### config.mk
export PLATFORM = sky130hd
export DESIGN_NAME = hata_angle_out
export DESIGN_NICKNAME = d
export VERILOG_FILES = /design/src/hw/rtl/hata_pkg.sv /design/src/hw/rtl/hata_angle_out.sv
export SDC_FILE = /design/constraint.sdc
export NUM_CORES = 1
export LEC_CHECK = 0
export BUFFER_PORTS_ARGS = -buffer_cell sky130_fd_sc_hd__buf_2
export CAP_MARGIN = 15
export CORE_UTILIZATION = 54
export DETAILED_ROUTE_END_ITERATION = 10
export PLACE_DENSITY = 0.87
export SYNTH_ARGS = -nofsm -noshare
export SYNTH_HDL_FRONTEND = slang
export SYNTH_SLANG_ARGS = --single-unit
### constraint.sdc
create_clock -name clk -period 4.75 [get_ports clk]
set_clock_uncertainty 0.1 [all_clocks]
set_input_delay 1.425 -clock clk [delete_from_list [all_inputs] [get_ports clk]]
set_output_delay 1.425 -clock clk [all_outputs]
set_load 0.1 [all_outputs]
### src/hw/rtl/hata_pkg.sv
// ----------------------------------------------------------------------------
// hata_pkg
// Types, widths and the arctangent table for the heading and turn angle unit.
// ----------------------------------------------------------------------------
package hata_pkg;

    localparam int COORD_BITS    = 32;
    localparam int ANGLE_BITS    = 16;
    localparam int DIFF_BITS     = COORD_BITS + 1;
    localparam int NORM_BITS     = 52;
    localparam int NORM_STEPS    = 6;
    localparam int CORDIC_STAGES = 31;
    localparam int XY_BITS       = NORM_BITS + 4;
    localparam int TURN_BITS     = 32;
    localparam int Z_BITS        = TURN_BITS + 2;
    localparam int QUART_BITS    = TURN_BITS - 1;
    localparam int ACC_BITS      = TURN_BITS + 1;
    localparam int PIPE_LAT      = 2 + NORM_STEPS + CORDIC_STAGES + 2;

    typedef struct packed {
        logic signed [COORD_BITS-1:0] origin_x;
        logic signed [COORD_BITS-1:0] origin_y;
        logic signed [COORD_BITS-1:0] target_x;
        logic signed [COORD_BITS-1:0] target_y;
        logic        [ANGLE_BITS-1:0] orientation;
    } cmd_t;

    typedef struct packed {
        logic [ANGLE_BITS-1:0] heading;
        logic [ANGLE_BITS-1:0] turn_angle;
    } result_t;

    // exact angles that bypass the CORDIC residue
    typedef enum logic [1:0] {
        SPC_NONE,
        SPC_FLAT,
        SPC_UPRIGHT,
        SPC_DIAG
    } spc_t;

    typedef struct packed {
        logic                  neg_x;
        logic                  neg_y;
        spc_t                  spc;
        logic [ANGLE_BITS-1:0] orientation;
    } side_t;

    typedef struct packed {
        logic [NORM_BITS-1:0] ax;
        logic [NORM_BITS-1:0] ay;
    } norm_t;

    typedef struct packed {
        logic signed [XY_BITS-1:0] x;
        logic signed [XY_BITS-1:0] y;
        logic signed [Z_BITS-1:0]  z;
    } cordic_t;

    localparam logic [TURN_BITS-1:0] ATAN_TURNS [CORDIC_STAGES] = '{
        32'h20000000, 32'h12E4051E, 32'h09FB385B, 32'h051111D4, 32'h028B0D43,
        32'h0145D7E1, 32'h00A2F61E, 32'h00517C55, 32'h0028BE53, 32'h00145F2F,
        32'h000A2F98, 32'h000517CC, 32'h00028BE6, 32'h000145F3, 32'h0000A2F9,
        32'h0000517C, 32'h000028BE, 32'h0000145F, 32'h00000A2F, 32'h00000517,
        32'h0000028B, 32'h00000145, 32'h000000A2, 32'h00000051, 32'h00000028,
        32'h00000014, 32'h0000000A, 32'h00000005, 32'h00000002, 32'h00000001,
        32'h00000000
    };

endpackage

### src/hw/rtl/hata_angle_out.sv
// ----------------------------------------------------------------------------
// hata_angle_out
// Clamp, exact angles, quadrant restore, rounding, then the shortest turn.
// ----------------------------------------------------------------------------
module hata_angle_out
    import hata_pkg::*;
(
    input  logic                     clk,
    input  logic                     rst_n,
    input  logic                     valid_in,
    input  side_t                    side_in,
    input  logic signed [Z_BITS-1:0] z_in,
    output logic                     done,
    output result_t                  result
);

    localparam logic [QUART_BITS-1:0] QUARTER  = QUART_BITS'(1) << (QUART_BITS - 1);
    localparam logic [ACC_BITS-1:0]   HALF     = ACC_BITS'(1) << (TURN_BITS - 1);
    localparam logic [ACC_BITS-1:0]   FULL     = ACC_BITS'(1) << TURN_BITS;
    localparam logic [ACC_BITS-1:0]   RND      = ACC_BITS'(1) << (TURN_BITS - 1 - ANGLE_BITS);
    localparam logic [ANGLE_BITS-1:0] HALF_ANG = ANGLE_BITS'(1) << (ANGLE_BITS - 1);

    logic [QUART_BITS-1:0] zq;
    logic [ACC_BITS-1:0]   zx;
    logic [ACC_BITS-1:0]   acc;
    logic [ACC_BITS-1:0]   acc_rnd;

    logic                  vld1_reg;
    logic [ANGLE_BITS-1:0] head_reg;
    logic [ANGLE_BITS-1:0] ori_reg;
    logic [ANGLE_BITS-1:0] head_next;

    logic                  done_reg;
    result_t               result_reg;
    result_t               result_next;
    logic [ANGLE_BITS-1:0] diff;

    always_comb
    begin
        if (z_in[Z_BITS-1])
            zq = '0;
        else if (z_in > $signed({{(Z_BITS-QUART_BITS){1'b0}}, QUARTER}))
            zq = QUARTER;
        else
            zq = z_in[QUART_BITS-1:0];
        unique case (side_in.spc)
            SPC_FLAT:    zx = '0;
            SPC_UPRIGHT: zx = {{(ACC_BITS-QUART_BITS){1'b0}}, QUARTER};
            SPC_DIAG:    zx = {{(ACC_BITS-QUART_BITS){1'b0}}, QUARTER >> 1};
            SPC_NONE:    zx = {{(ACC_BITS-QUART_BITS){1'b0}}, zq};
            default:     zx = '0;
        endcase
        if (side_in.neg_x)
            acc = side_in.neg_y ? (HALF + zx) : (HALF - zx);
        else if (side_in.neg_y)
            acc = {1'b0, TURN_BITS'(FULL - zx)};
        else
            acc = zx;
        acc_rnd   = acc + RND;
        head_next = acc_rnd[TURN_BITS-1 -: ANGLE_BITS];
    end

    always_comb
    begin
        diff                   = ori_reg - head_reg;
        result_next.heading    = head_reg;
        result_next.turn_angle = (diff > HALF_ANG) ? ANGLE_BITS'(-diff) : diff;
    end

    always_ff @(posedge clk or negedge rst_n)
    begin
        if (!rst_n)
        begin
            vld1_reg <= 1'b0;
            done_reg <= 1'b0;
        end
        else
        begin
            vld1_reg <= valid_in;
            done_reg <= vld1_reg;
        end
    end

    always_ff @(posedge clk)
    begin
        head_reg   <= head_next;
        ori_reg    <= side_in.orientation;
        result_reg <= result_next;
    end

    assign done   = done_reg;
    assign result = result_reg;

endmodule

==> flow_summary.yaml <==
status:
  outcome: "finished, violations left"
  violations: "design-rule violations"
timing:
  period_share: 0.893
  rsz0062_at_grt: "no"
  hold_viol: 0
  tightest_slew_ps: 986
  min_period_ps: 4240
  setup_tns_ps: 0
  final.setup.worst_slack_ps: 508
  finalMaxSlewViolations: 0
  setup_viol: 0
  worst_hold_slack_ps: 252
  fmax_ghz: 0.236
  timing.slew.headroom: 0.338
setup_path:
  cp_slowest_cell: "or3_4"
  r2r_cells: 11
  r2r_slack_ps: 1060
  reg2reg_to: "result[1]"
  critical_path_peak_fanout: 8
  crit_buf_inv: 1
  critical_path_class: "input port to register"
  critPathArrivalTime_ps: 4350
  worstSetupEndpointType: "register"
  worst-endpoint-required_ps: 4860
  crit_chain: "buf_2, nor4_2, nand3_1, or3_4, o41a_4, nor2_1, ha_1, o211ai_1, nor3_1, nand3_2, o211a_1, o21ai_1, o311ai_1"
  cp_top_family: "simple AND/OR/NAND/NOR gates"
  slowest_delay_ps: 390
  r2r-start: "head_reg[0]"
  critPathLaunchType: "input port"
yosys:
  synth-seq-cells: 66
  synthTopCellsByArea: "dfxtp_1, xnor2_1, ha_1, xor2_1, nor2_1"
  synth_top_family_by_area: "simple AND/OR/NAND/NOR gates"
  yosys_warnings: 0
  synth.yosys.seq_area_share: 0.359
  async_flop_share: 0.0303
  synthSimpleGateAreaFrac: 0.220
  syn_area_um2: 3710
  yosysMostFrequentCell: "dfxtp_1"
  synth_compound_area_frac: 0.183
  synthXorXnorAreaFrac: 0.116
  mappedNetlistNets: 486
  synth_top_flop_cell: "dfxtp_1"
  yosys.area.top_type_share: 0.346
  synth_common_cells: "dfxtp_1, nor2_1, xnor2_1"
  syn_area_per_cell_um2: 9.02
  synthAdderAreaFrac: 0.0655
  ys_types: 69
  muxShareOfSynthArea: 0.0125
  synth-edff-count: 0
  syn_inst: 411
  synth.largest_area_cell: "dfxtp_1"
die:
  dieArea_um2: 7200
  coreArea_um2: 6490
  io_pins: 90
  fp.dieW_um: 84.9
  start_util: 0.571
  die_y_um: 84.9
  rows: 29
layout:
  final_area_um2: 4470
  layout-drive-gt1-share: 0.254
  fin_nets: 577
  largest_reg_flops: 32
  antenna_cells: 0
  area_delta_synth_final_pct: 20.5
power:
  combPwrFrac: 0.387
  cellPowerDensity_nw_per_um2: 435
  power_switching_mw: 0.811
  vdd_drop_max_mv: 0.162
  p_sw_frac: 0.418
  power_leakage_nw: 1.87
  seq_power_share: 0.327
  power.total_mw: 1.94
  clkPwrFrac: 0.286
  power.internal_mw: 1.13
placed_design:
  placed_area_um2: 4230
  io_buffers: 89
  place_ws_ps: 162
  dp_hpwl_um: 6400
  gp_congestion: 0.889
cts:
  clk_latency_ps: 340
  htree_num_levels: 3
  cts_tree: "yes"
  clock-sinks: 66
  clockRootBuffer: "clkbuf_8"
  cts.clk_slew.worst_paths_ps: 70
  hold_buffers: 0
  cts.repair.resized: 0
  postCtsSetupRepairBufs: 0
  cts_buffer_depth: 2
  cts_buffers: 9
min_path:
  hp-start: "head_reg[4]"
  worstHoldPathCells: 0
  hold_end: "result[20]"
  min_path_type: "register to register"
global_route:
  track_usage: 0.233
  grt_antenna_before_repair: 0
  grt_first_pass_wirelength_um: 13300
  grt_start_max_net_pins: 14
  grt_pass1_vias: 3190
  grt-ovfl-total: 0
route:
  drtPass1Iterations: 7
  antenna_left: 0
  post_drt_wl_per_cell_um: 13.7
  num_vias: 3312
  drt_wl_total_um: 8020
  drcViolationCount: 3
  via_per_inst: 5.67
  drt_iter0_drc: 140
flow_run:
  cap_violations: 0
power by group through the flow:
stage,Clock [mW],Combinational (mW),Sequential (mW)
global placement,0,0.742,0.647
finish,0.557,0.751,0.635
CTS,0.567,0.751,0.636
detailed placement,0,0.749,0.648
global route,0.591,0.789,0.641
floorplan,0,0.207,1.06
worst max path at each step:
stage	startpoint	endpoint	slack [ps]	cells after the start
after floorplan	z_in[17]	head_reg[11]	210	14
after global placement	z_in[0]	head_reg[11]	290	13
after detailed placement	z_in[0]	head_reg[11]	160	13
after CTS	z_in[0]	head_reg[11]	520	13
after global routing	z_in[0]	head_reg[11]	290	13
final	z_in[16]	head_reg[11]	510	13
stage by stage:
stage / utilization / cells
4_1_cts: 0.688 / 584
6_report: 0.688 / 584
3_5_place_dp: 0.651 / 568
3_3_place_gp: 0.651 / 568
2_1_floorplan: - / 411
5_1_grt: 0.688 / 584
cells in the final DEF, fill, tap and decap left out, drive strengths merged, types with 17 or more instances in the layout:
| cell | instances |
|---|---|
| nor3 | 18 |
| xnor2 | 29 |
| a21oi | 25 |
| ha | 17 |
| nor2 | 38 |
| buf | 94 |
| xor2 | 20 |
| inv | 28 |
| nand2 | 24 |
| dfxtp | 64 |
cell type report:
| type | instances | area [um^2] |
|---|---|---|
| well taps | 77 | 96.3 |
| clock buffers | 10 | 128 |
| flip-flops and latches | 66 | 1330 |
| inverters | 28 | 105 |
| fillers | 510 | 2030 |
| clock inverters | 6 | 115 |
| multi-input cells | 303 | 2210 |
| repair buffers | 94 | 483 |
cell families (layout without fill, tap and decap cells):
family,count (synthesis),after routing
AO/OA/AOI/OAI,94,94
buffers and inverters,42,138
AND/OR/NAND/NOR,137,137
XOR/XNOR,49,49
flip-flops,66,66
adder cells (fa/ha/maj),19,19
multiplexers,4,4
metal layers:
layer | part of all wire | GRT usage | vias to the layer above
li1 | - | - | 1670
met1 | 0.40 | 0.238 | 1502
met2 | 0.52 | 0.443 | 113
met3 | 0.045 | 0.0613 | 27
met4 | 0.034 | 0.105 | 0
met5 | 0 | 0 | -
No activity file was read; power rests on OpenSTA's default activity.
