File: config.mk
export PLATFORM = sky130hd
export DESIGN_NAME = hata_front
export DESIGN_NICKNAME = d
export VERILOG_FILES = /design/src/hw/rtl/hata_pkg.sv /design/src/hw/rtl/hata_front.sv
export SDC_FILE = /design/constraint.sdc
export NUM_CORES = 1
export LEC_CHECK = 0
export BUFFER_PORTS_ARGS = -buffer_cell sky130_fd_sc_hd__buf_2
export CORE_UTILIZATION = 30
export DETAILED_ROUTE_END_ITERATION = 10
export GPL_TIMING_DRIVEN = 0
export PLACE_DENSITY = 0.61
export SKIP_CTS_REPAIR_TIMING = 1
export SLEW_MARGIN = 40
export SYNTH_ARGS = -nofsm -noshare
export SYNTH_HDL_FRONTEND = slang
export SYNTH_SLANG_ARGS = --single-unit
export TNS_END_PERCENT = 30
File: constraint.sdc
create_clock -name clk -period 5.25 [get_ports clk]
set_input_delay 0.2625 -clock clk [delete_from_list [all_inputs] [get_ports clk]]
set_output_delay 0.2625 -clock clk [all_outputs]
set_load 0.02 [all_outputs]
File: src/hw/rtl/hata_pkg.sv
// ----------------------------------------------------------------------------
// hata_pkg
// Types, widths and the arctangent table for the heading and turn angle unit.
// ----------------------------------------------------------------------------
package hata_pkg;

    localparam int COORD_BITS    = 32;
    localparam int ANGLE_BITS    = 16;
    localparam int DIFF_BITS     = COORD_BITS + 1;
    localparam int NORM_BITS     = 52;
    localparam int NORM_STEPS    = 6;
    localparam int CORDIC_STAGES = 31;
    localparam int XY_BITS       = NORM_BITS + 4;
    localparam int TURN_BITS     = 32;
    localparam int Z_BITS        = TURN_BITS + 2;
    localparam int QUART_BITS    = TURN_BITS - 1;
    localparam int ACC_BITS      = TURN_BITS + 1;
    localparam int PIPE_LAT      = 2 + NORM_STEPS + CORDIC_STAGES + 2;

    typedef struct packed {
        logic signed [COORD_BITS-1:0] origin_x;
        logic signed [COORD_BITS-1:0] origin_y;
        logic signed [COORD_BITS-1:0] target_x;
        logic signed [COORD_BITS-1:0] target_y;
        logic        [ANGLE_BITS-1:0] orientation;
    } cmd_t;

    typedef struct packed {
        logic [ANGLE_BITS-1:0] heading;
        logic [ANGLE_BITS-1:0] turn_angle;
    } result_t;

    // exact angles that bypass the CORDIC residue
    typedef enum logic [1:0] {
        SPC_NONE,
        SPC_FLAT,
        SPC_UPRIGHT,
        SPC_DIAG
    } spc_t;

    typedef struct packed {
        logic                  neg_x;
        logic                  neg_y;
        spc_t                  spc;
        logic [ANGLE_BITS-1:0] orientation;
    } side_t;

    typedef struct packed {
        logic [NORM_BITS-1:0] ax;
        logic [NORM_BITS-1:0] ay;
    } norm_t;

    typedef struct packed {
        logic signed [XY_BITS-1:0] x;
        logic signed [XY_BITS-1:0] y;
        logic signed [Z_BITS-1:0]  z;
    } cordic_t;

    localparam logic [TURN_BITS-1:0] ATAN_TURNS [CORDIC_STAGES] = '{
        32'h20000000, 32'h12E4051E, 32'h09FB385B, 32'h051111D4, 32'h028B0D43,
        32'h0145D7E1, 32'h00A2F61E, 32'h00517C55, 32'h0028BE53, 32'h00145F2F,
        32'h000A2F98, 32'h000517CC, 32'h00028BE6, 32'h000145F3, 32'h0000A2F9,
        32'h0000517C, 32'h000028BE, 32'h0000145F, 32'h00000A2F, 32'h00000517,
        32'h0000028B, 32'h00000145, 32'h000000A2, 32'h00000051, 32'h00000028,
        32'h00000014, 32'h0000000A, 32'h00000005, 32'h00000002, 32'h00000001,
        32'h00000000
    };

endpackage

File: src/hw/rtl/hata_front.sv
// ----------------------------------------------------------------------------
// hata_front
// Coordinate differences, magnitudes, signs and exact-angle detection.
// ----------------------------------------------------------------------------
module hata_front
    import hata_pkg::*;
(
    input  logic  clk,
    input  logic  rst_n,
    input  logic  valid_in,
    input  cmd_t  cmd_in,
    output logic  valid_out,
    output side_t side_out,
    output norm_t data_out
);

    logic                        vld_a_reg;
    logic signed [DIFF_BITS-1:0] dx_reg;
    logic signed [DIFF_BITS-1:0] dy_reg;
    logic [ANGLE_BITS-1:0]       ori_reg;
    logic signed [DIFF_BITS-1:0] dx_next;
    logic signed [DIFF_BITS-1:0] dy_next;

    logic                        vld_b_reg;
    side_t                       side_reg;
    norm_t                       data_reg;
    side_t                       side_next;
    norm_t                       data_next;
    logic [DIFF_BITS-1:0]        ax;
    logic [DIFF_BITS-1:0]        ay;

    assign dx_next = {cmd_in.target_x[COORD_BITS-1], cmd_in.target_x}
                   - {cmd_in.origin_x[COORD_BITS-1], cmd_in.origin_x};
    assign dy_next = {cmd_in.target_y[COORD_BITS-1], cmd_in.target_y}
                   - {cmd_in.origin_y[COORD_BITS-1], cmd_in.origin_y};

    assign ax = dx_reg[DIFF_BITS-1] ? DIFF_BITS'(-dx_reg) : DIFF_BITS'(dx_reg);
    assign ay = dy_reg[DIFF_BITS-1] ? DIFF_BITS'(-dy_reg) : DIFF_BITS'(dy_reg);

    always_comb
    begin
        side_next.neg_x       = dx_reg[DIFF_BITS-1];
        side_next.neg_y       = dy_reg[DIFF_BITS-1];
        side_next.orientation = ori_reg;
        priority if (ay == '0)
            side_next.spc = SPC_FLAT;
        else if (ax == '0)
            side_next.spc = SPC_UPRIGHT;
        else if (ax == ay)
            side_next.spc = SPC_DIAG;
        else
            side_next.spc = SPC_NONE;
        data_next.ax = {{(NORM_BITS-DIFF_BITS){1'b0}}, ax};
        data_next.ay = {{(NORM_BITS-DIFF_BITS){1'b0}}, ay};
    end

    always_ff @(posedge clk or negedge rst_n)
    begin
        if (!rst_n)
        begin
            vld_a_reg <= 1'b0;
            vld_b_reg <= 1'b0;
        end
        else
        begin
            vld_a_reg <= valid_in;
            vld_b_reg <= vld_a_reg;
        end
    end

    always_ff @(posedge clk)
    begin
        dx_reg   <= dx_next;
        dy_reg   <= dy_next;
        ori_reg  <= cmd_in.orientation;
        side_reg <= side_next;
        data_reg <= data_next;
    end

    assign valid_out = vld_b_reg;
    assign side_out  = side_reg;
    assign data_out  = data_reg;

endmodule

==> summary.md, run 1 <==
| Metric | Value |
|---|---|
| Outcome | finished, violations left |
| Failing checks | design-rule violations |
| Die width | 180 um |
| Crit path DAT | 4200 ps |
| Finish-stage setup viols | 0 |
| CP Capture Type | flip-flop |
| Final Hold Vio Count | 0 |
| Sequential power share | 0.385 |
| CP max FO | 9 |
| TritonCTS clock tree | yes |
| Die Area | 32,200 um^2 |
| Pre-CTS setup slack | 1430 ps |
| Vias/cell | 4.71 |
| Synth async-reset ratio | 0.0118 |
| Critical path class | flip-flop to flip-flop |
| Actual slew at the worst max-slew pin | 866 ps |
| Hold Path Class | input pin to flip-flop |
| Synth Instances | 1,056 |
| Final nets | 1,579 |
| Commonest register cell after synthesis | dfxtp_1 |
| Syn-to-layout area delta | 27.2% |
| Psw | 1.79 mW |
| Die Y | 180 um |
| Fmax achieved | 259 MHz |
| Post-Syn Area per Cell | 8.96 um^2 |
| Post-DP HPWL | 21.7 mm |
| Cell variety after synth | 73 |
| Worst Path Buf+Inv | 3 |
| ANT cells | 0 |
| Iter 0 DRT Violations | 515 |
| Total grt overflow | 0 |
| CTS H-tree lvls | 4 |
| Remaining routing DRC violations | 21 |
| Initial core utilization | 0.307 |
| Insertion delay to the later sink of the worst-skew pair | 430 ps |
| Setup tns final | 0 ps |
| CTS clk-pin slew, worst paths | 70 ps |
| Yosys warns | 0 |
| Crit share post-route | 0.735 |
| Mapped Area | 9460 um^2 |
| Initial antenna violation count | 1 |
| Clock buffer depth | 2 |
| Ratio of total power to cell area | 392 nW/um^2 |
| Vias in the first global route | 7,854 |
| TritonRoute pass-1 iters | 8 |
| CTS sink count | 170 |
| Post-synth EDFFs | 0 |
| # rows | 64 |
| Max reg flops | 66 |
| Crit path cell chain | buf_6 -> or4_1 -> buf_2 -> or4_4 -> buf_6 -> o32ai_1 -> a211oi_1 -> or3b_2 -> nor4_1 -> nand4_1 -> or3_1 -> a21boi_1 |
| CTS buffer count | 17 |
| I/O pins | 272 |
| Leak pwr | 5.71 nW |
| Routed vias | 8,338 |
| Max_cap viols | 0 |
| Seq/Total Area, Yosys | 0.361 |
| Slowest cell on crit path | o32ai_1 |
| Port-buffer cells | 233 |
| Relative slew slack | 0.419 |
| RSZ-0062 raised after global routing | false |
| Post-DR wirelength/cell | 14.8 um |
| Placer Congestion | 0.903 |
| Core area | 30,800 um^2 |
| Internal power | 2.92 mW |
| Clock Power Share | 0.260 |
| Post-Route Utilization | 0.390 |
| Net Sw Frac | 0.379 |
| First-pass GRT wire length | 41.6 mm |
| Top Family by Delay on Critical Path | simple AND/OR/NAND/NOR gates |
| Peak VDD IR | 0.200 mV |
| Largest net degree at the start of global routing | 17 |
| Most used cell, CP | buf_6 |
| ANT nets after route | 0 |
| CTS root buf | clkbuf_16 |
| CP startpoint kind | flip-flop |
| Post-synthesis register bit count | 170 |
| Post-Route WL | 26.3 mm |
| Combinational Power Share | 0.355 |
| Post-route setup slack | 1390 ps |
| Min Clock Period, post-route | 3860 ps |
| Worst path max stage delay | 540 ps |
| Worst Skew | 7.59 ps |
| Max Slew Vio Count | 0 |
| CP required | 5590 ps |
| Share of layout cells above drive strength 1 | 0.241 |
| Total Routing Usage GR | 0.161 |
[stage by stage]
| step | power (mW) | area (um^2) | instances | hold slack [ps] |
|---|---|---|---|---|
| finish | 4.71 | 12000 | 1772 | 104 |
| global route | 4.99 | 12000 | 1772 | 98.9 |
| CTS | 4.73 | 11800 | 1754 | -418 |
| detailed placement | 3.49 | 11300 | 1722 | 48.2 |
| global placement | 3.48 | 11300 | 1722 | 46.0 |
| floorplan | 2.89 | 9600 | 1093 | -33.1 |
[synth_stat cells, types with 4 or more instances]
library cell / count / area, um^2
o21ai_0: 35 / 175
a21boi_0: 4 / 30.0
o21bai_1: 7 / 52.6
or3b_2: 4 / 35.0
nor2_1: 42 / 158
nor4_1: 20 / 125
o41ai_1: 18 / 158
ha_1: 67 / 838
buf_1: 4 / 15.0
or2_2: 9 / 56.3
nand2_1: 47 / 176
a211oi_1: 10 / 75.1
nand4_1: 18 / 113
xor2_1: 49 / 429
nor2b_1: 18 / 113
xnor2_1: 84 / 736
nor3_1: 20 / 100
nand2b_1: 8 / 50.1
buf_4: 38 / 285
nand3b_1: 4 / 30.0
clkbuf_1: 10 / 37.5
nand3_1: 13 / 65.1
inv_1: 118 / 443
and3_1: 7 / 43.8
dfxtp_1: 168 / 3360
or4_1: 13 / 97.6
a21o_1: 25 / 188
a21oi_1: 60 / 300
mux2_2: 4 / 45.0
o31ai_1: 23 / 173
o21a_1: 16 / 120
and2_1: 4 / 25.0
a31oi_1: 6 / 37.5
o211ai_1: 7 / 52.6
or3_1: 15 / 93.8
[cell families (layout without fill, tap and decap cells)]
group | Yosys count | in the layout | synth area share
and+or+nand+nor | 256 | 256 | 0.149
AOI/OAI and AO/OA | 246 | 246 | 0.178
DFF | 170 | 170 | 0.361
muxes | 4 | 4 | 0.00476
adders and majority gates | 69 | 69 | 0.0929
other | 1 | 38 | 0.000396
xor gates and xnor gates | 135 | 135 | 0.127
buffers and inverters | 175 | 458 | 0.0870
[power by group through the flow]
stage / sequential, mW / clock (mW) / combinational [mW]
2_1_floorplan: 1.99 / 0 / 0.908
3_3_place_gp: 1.83 / 0 / 1.64
3_5_place_dp: 1.84 / 0 / 1.65
4_1_cts: 1.81 / 1.26 / 1.66
5_1_grt: 1.84 / 1.32 / 1.82
6_report: 1.81 / 1.23 / 1.67
[cells in the final DEF (no fill, tap or decap), drive strengths merged, types with 7 or more instances in the layout]
cell         instances
conb                38
a211oi              10
dlygate4sd3         18
buf                279
or2                  9
o211ai               7
nand4               18
o21bai               7
nor2b               18
nand2               47
o21ai               36
a21oi               60
nor3                20
o31ai               23
o41ai               19
or4                 14
xnor2               84
inv                124
clkbuf              29
nand3               13
o21a                16
dfxtp              168
xor2                50
ha                  67
a21o                25
nor4                20
and3                 7
nand2b               8
or3                 15
nor2                42
[layout make-up]
cell class	count	area [um^2]
Buffer	56	377
Clock buffer	19	443
Clock inverter	13	131
Fill cell	3156	18800
Inverter	119	447
Multi-Input combinational cell	748	5380
Sequential cell	170	3410
Tap cell	396	495
Timing Repair Buffer	251	1350
[per-layer routing]
metal	up-vias	GRT usage	routed length (um)
met1	3792	0.214	12400
li1	4261	-	-
met4	2	0.0352	293
met5	-	0	8
met3	23	0.0350	1510
met2	260	0.266	12100
[worst paths after layout]
kind | startpoint | endpoint | slack, ps | cells after the start
setup / recovery | dy_reg[8] | side_out[17] | 1390 | 12
hold / removal | cmd_in[112] | dx_reg[0] | 100 | 3
setup reg to reg | dy_reg[8] | side_out[17] | 1390 | 12
hold reg to reg | ori_reg[7] | side_out[7] | 330 | 0
max in group asynchronous | rst_n | valid_out | 5000 | 2
min in group asynchronous | rst_n | vld_a_reg | 150 | 2
[tightest hold or removal path: cells and delay by family]
kind	cells	cell delay [ps]
adders and majority gates	1	110
buffers and inverters	2	110
No activity file was read; power rests on OpenSTA's default activity.
==> run 2: changes to the inputs <==
- PLACE_DENSITY: 0.61 -> 0.63
- clock period: 5.25 -> 3.3 ns (I/O delays scaled with it)
==> run 2 against run 1 <==
  * Largest cell class unchanged
  * Register-to-register slack worse by 1500 ps
  * Setup slack worse by 1500 ps
  * Critical path depth down 1
  * Clock-buffer cell count is 3 higher
  * Final area grew 4.0%
  * Combinational power up 70%
  * Via count is 1.2% higher
  * Critical endpoint unchanged
  * The run ends with design-rule violations, negative setup slack left
  * Non-clock buffer count is 20 higher
==> summary.md, run 2 (synthesis results as in run 1) <==
| Metric | Value |
|---|---|
| Insertion delay to the later sink of the worst-skew pair | 430 ps |
| Clock Power Share | 0.247 |
| Reg2Reg Launch Point | dy_reg[11] |
| CTS H-tree lvls | 4 |
| Pre-CTS setup slack | -561 ps |
| Final instance area | 12,500 um^2 |
| Share of layout cells above drive strength 1 | 0.284 |
| Met3 Track Usage GR | 0.0411 |
| Psw | 2.90 mW |
| Initial antenna violation count | 0 |
| CP max FO | 6 |
| Post-Route WL | 26.8 mm |
| Vias in the first global route | 7,932 |
| Met2 Use GR | 0.266 |
| Failing checks | design-rule violations, negative setup slack |
| CTS clk-pin slew, worst paths | 60 ps |
| Post-DP HPWL | 21.6 mm |
| Vias/cell | 4.71 |
| Total grt overflow | 0 |
| # rows | 64 |
| Iter 0 DRT Violations | 340 |
| Crit share post-route | 1.04 |
| Die Y | 180 um |
| CTS buffer count | 17 |
| Final Hold Vio Count | 0 |
| ANT nets after route | 0 |
| CP required | 3650 ps |
| Busiest layer in global routing | met2 |
| Syn-to-layout area delta | 32.2% |
| Met1 usage | 0.208 |
| CTS sink count | 170 |
| ANT cells | 0 |
| Port-buffer cells | 233 |
| Min Hold Slack | 6.50 ps |
| CTS root buf | clkbuf_16 |
| Crit path DAT | 3780 ps |
| Most frequent cells in the layout | 234 x buf_2, 164 x dfxtp_1, 117 x inv_1, 83 x xnor2_1, 66 x ha_1 |
| First-pass GRT wire length | 41.3 mm |
| Remaining routing DRC violations | 20 |
| Max_cap viols | 0 |
| Setup tns final | -199 ps |
| Area after DPL | 11,300 um^2 |
| Ratio of total power to cell area | 610 nW/um^2 |
| Combinational Power Share | 0.372 |
| Internal power | 4.73 mW |
| TritonRoute pass-1 iters | 7 |
| Post-DR wirelength/cell | 15.0 um |
| Net Sw Frac | 0.380 |
| Finish-stage setup viols | 2 |
| Final nets | 1,599 |
| Outcome | finished, violations left |
| Min Clock Period, post-route | 3420 ps |
| CP startpoint kind | flip-flop |
| Max reg flops | 66 |
| Critical path class | flip-flop to flip-flop |
| Hold path startpoint | cmd_in[80] |
| Post-route setup slack | -124 ps |
| Worst Skew | 10.4 ps |
| Die width | 180 um |
| TritonCTS clock tree | yes |
| Most common cell after layout, fill and taps aside | buf_2 |
| Hold Path Class | input pin to flip-flop |
| Routed vias | 8,436 |
| Total Routing Usage GR | 0.161 |
| Actual slew at the worst max-slew pin | 726 ps |
| Core area | 30,800 um^2 |
| Fill cells | 3,076 |
| Crit path from | dy_reg[11] |
| Finished Layout Cells | 1,792 |
| Leak pwr | 5.93 nW |
| Placed insts | 1,722 |
| Relative slew slack | 0.513 |
| Internal reg-to-reg setup slack | -120 ps |
| Die Area | 32,200 um^2 |
| Initial core utilization | 0.307 |
| Clock buffer depth | 2 |
| I/O pins | 272 |
| Max Slew Vio Count | 0 |
| Largest net degree at the start of global routing | 17 |
| Sequential power share | 0.381 |
| RSZ-0062 raised after global routing | true |
| Fmax achieved | 292 MHz |
| Peak VDD IR | 0.330 mV |
| Placer Congestion | 0.900 |
| CP Capture Type | flip-flop |
-- run 2: cell count changes in the layout (fill, tap and decap cells not counted), moves of 3 or more --
cell / before / now
buf_4: 38 / 58
dfxtp_1: 168 / 164
clkbuf_2: 0 / 6
dfxtp_2: 0 / 4
nor4_1: 17 / 11
nor4_4: 0 / 6
o41ai_1: 18 / 11
o41ai_2: 0 / 5
clkbuf_8: 1 / 4
clkbuf_1: 11 / 6
-- run 2: per-stage QoR --
step,util,total power [mW]
3_5_place_dp,0.365,5.56
3_3_place_gp,0.365,5.54
2_1_floorplan,-,4.60
6_report,0.406,7.63
4_1_cts,0.384,7.47
5_1_grt,0.406,8.05
-- run 2: path summary, 6_finish.rpt --
path,cells after the start,end
max in group asynchronous,2,valid_out
min in group asynchronous,2,vld_a_reg
worst min register to register,0,side_out[5]
worst max-delay path,11,side_out[17]
worst min-delay path,3,dy_reg[0]
worst max register to register,11,side_out[17]
-- run 2: metal layers --
metal	routed length, um	vias up
met4	472	0
li1	-	4301
met3	1580	31
met1	12500	3855
met2	12200	249
met5	0	-
-- run 2: final cells by class --
cell class | count | area [um^2] | share of cell area
plain buffers | 55 | 389 | 0.0311
clock buffers | 22 | 484 | 0.0387
inverters | 119 | 447 | 0.0357
flip-flops and latches | 170 | 3420 | 0.273
repair buffers | 272 | 1520 | 0.122
well taps | 396 | 495 | 0.0396
clock inverters | 10 | 78.8 | 0.00630
multi-input cells | 748 | 5670 | 0.454
-- run 2: power by group through the flow --
stage,Clock [mW],Combinational (mW),Sequential [mW]
floorplan,0,1.45,3.16
global placement,0,2.62,2.92
detailed placement,0,2.64,2.92
CTS,1.94,2.66,2.87
global route,2.02,3.07,2.96
finish,1.89,2.84,2.90
-- run 2: worst max-delay path, cell delays in order, from the launching register on --
cell	delay (ps)
dfxtp_2	330
or4_4	520
buf_6	140
or4_4	580
buf_12	190
o41ai_1	400
xnor2_1	290
xnor2_1	140
nor2_1	110
nand4_1	100
or3_4	360
a21boi_2	170
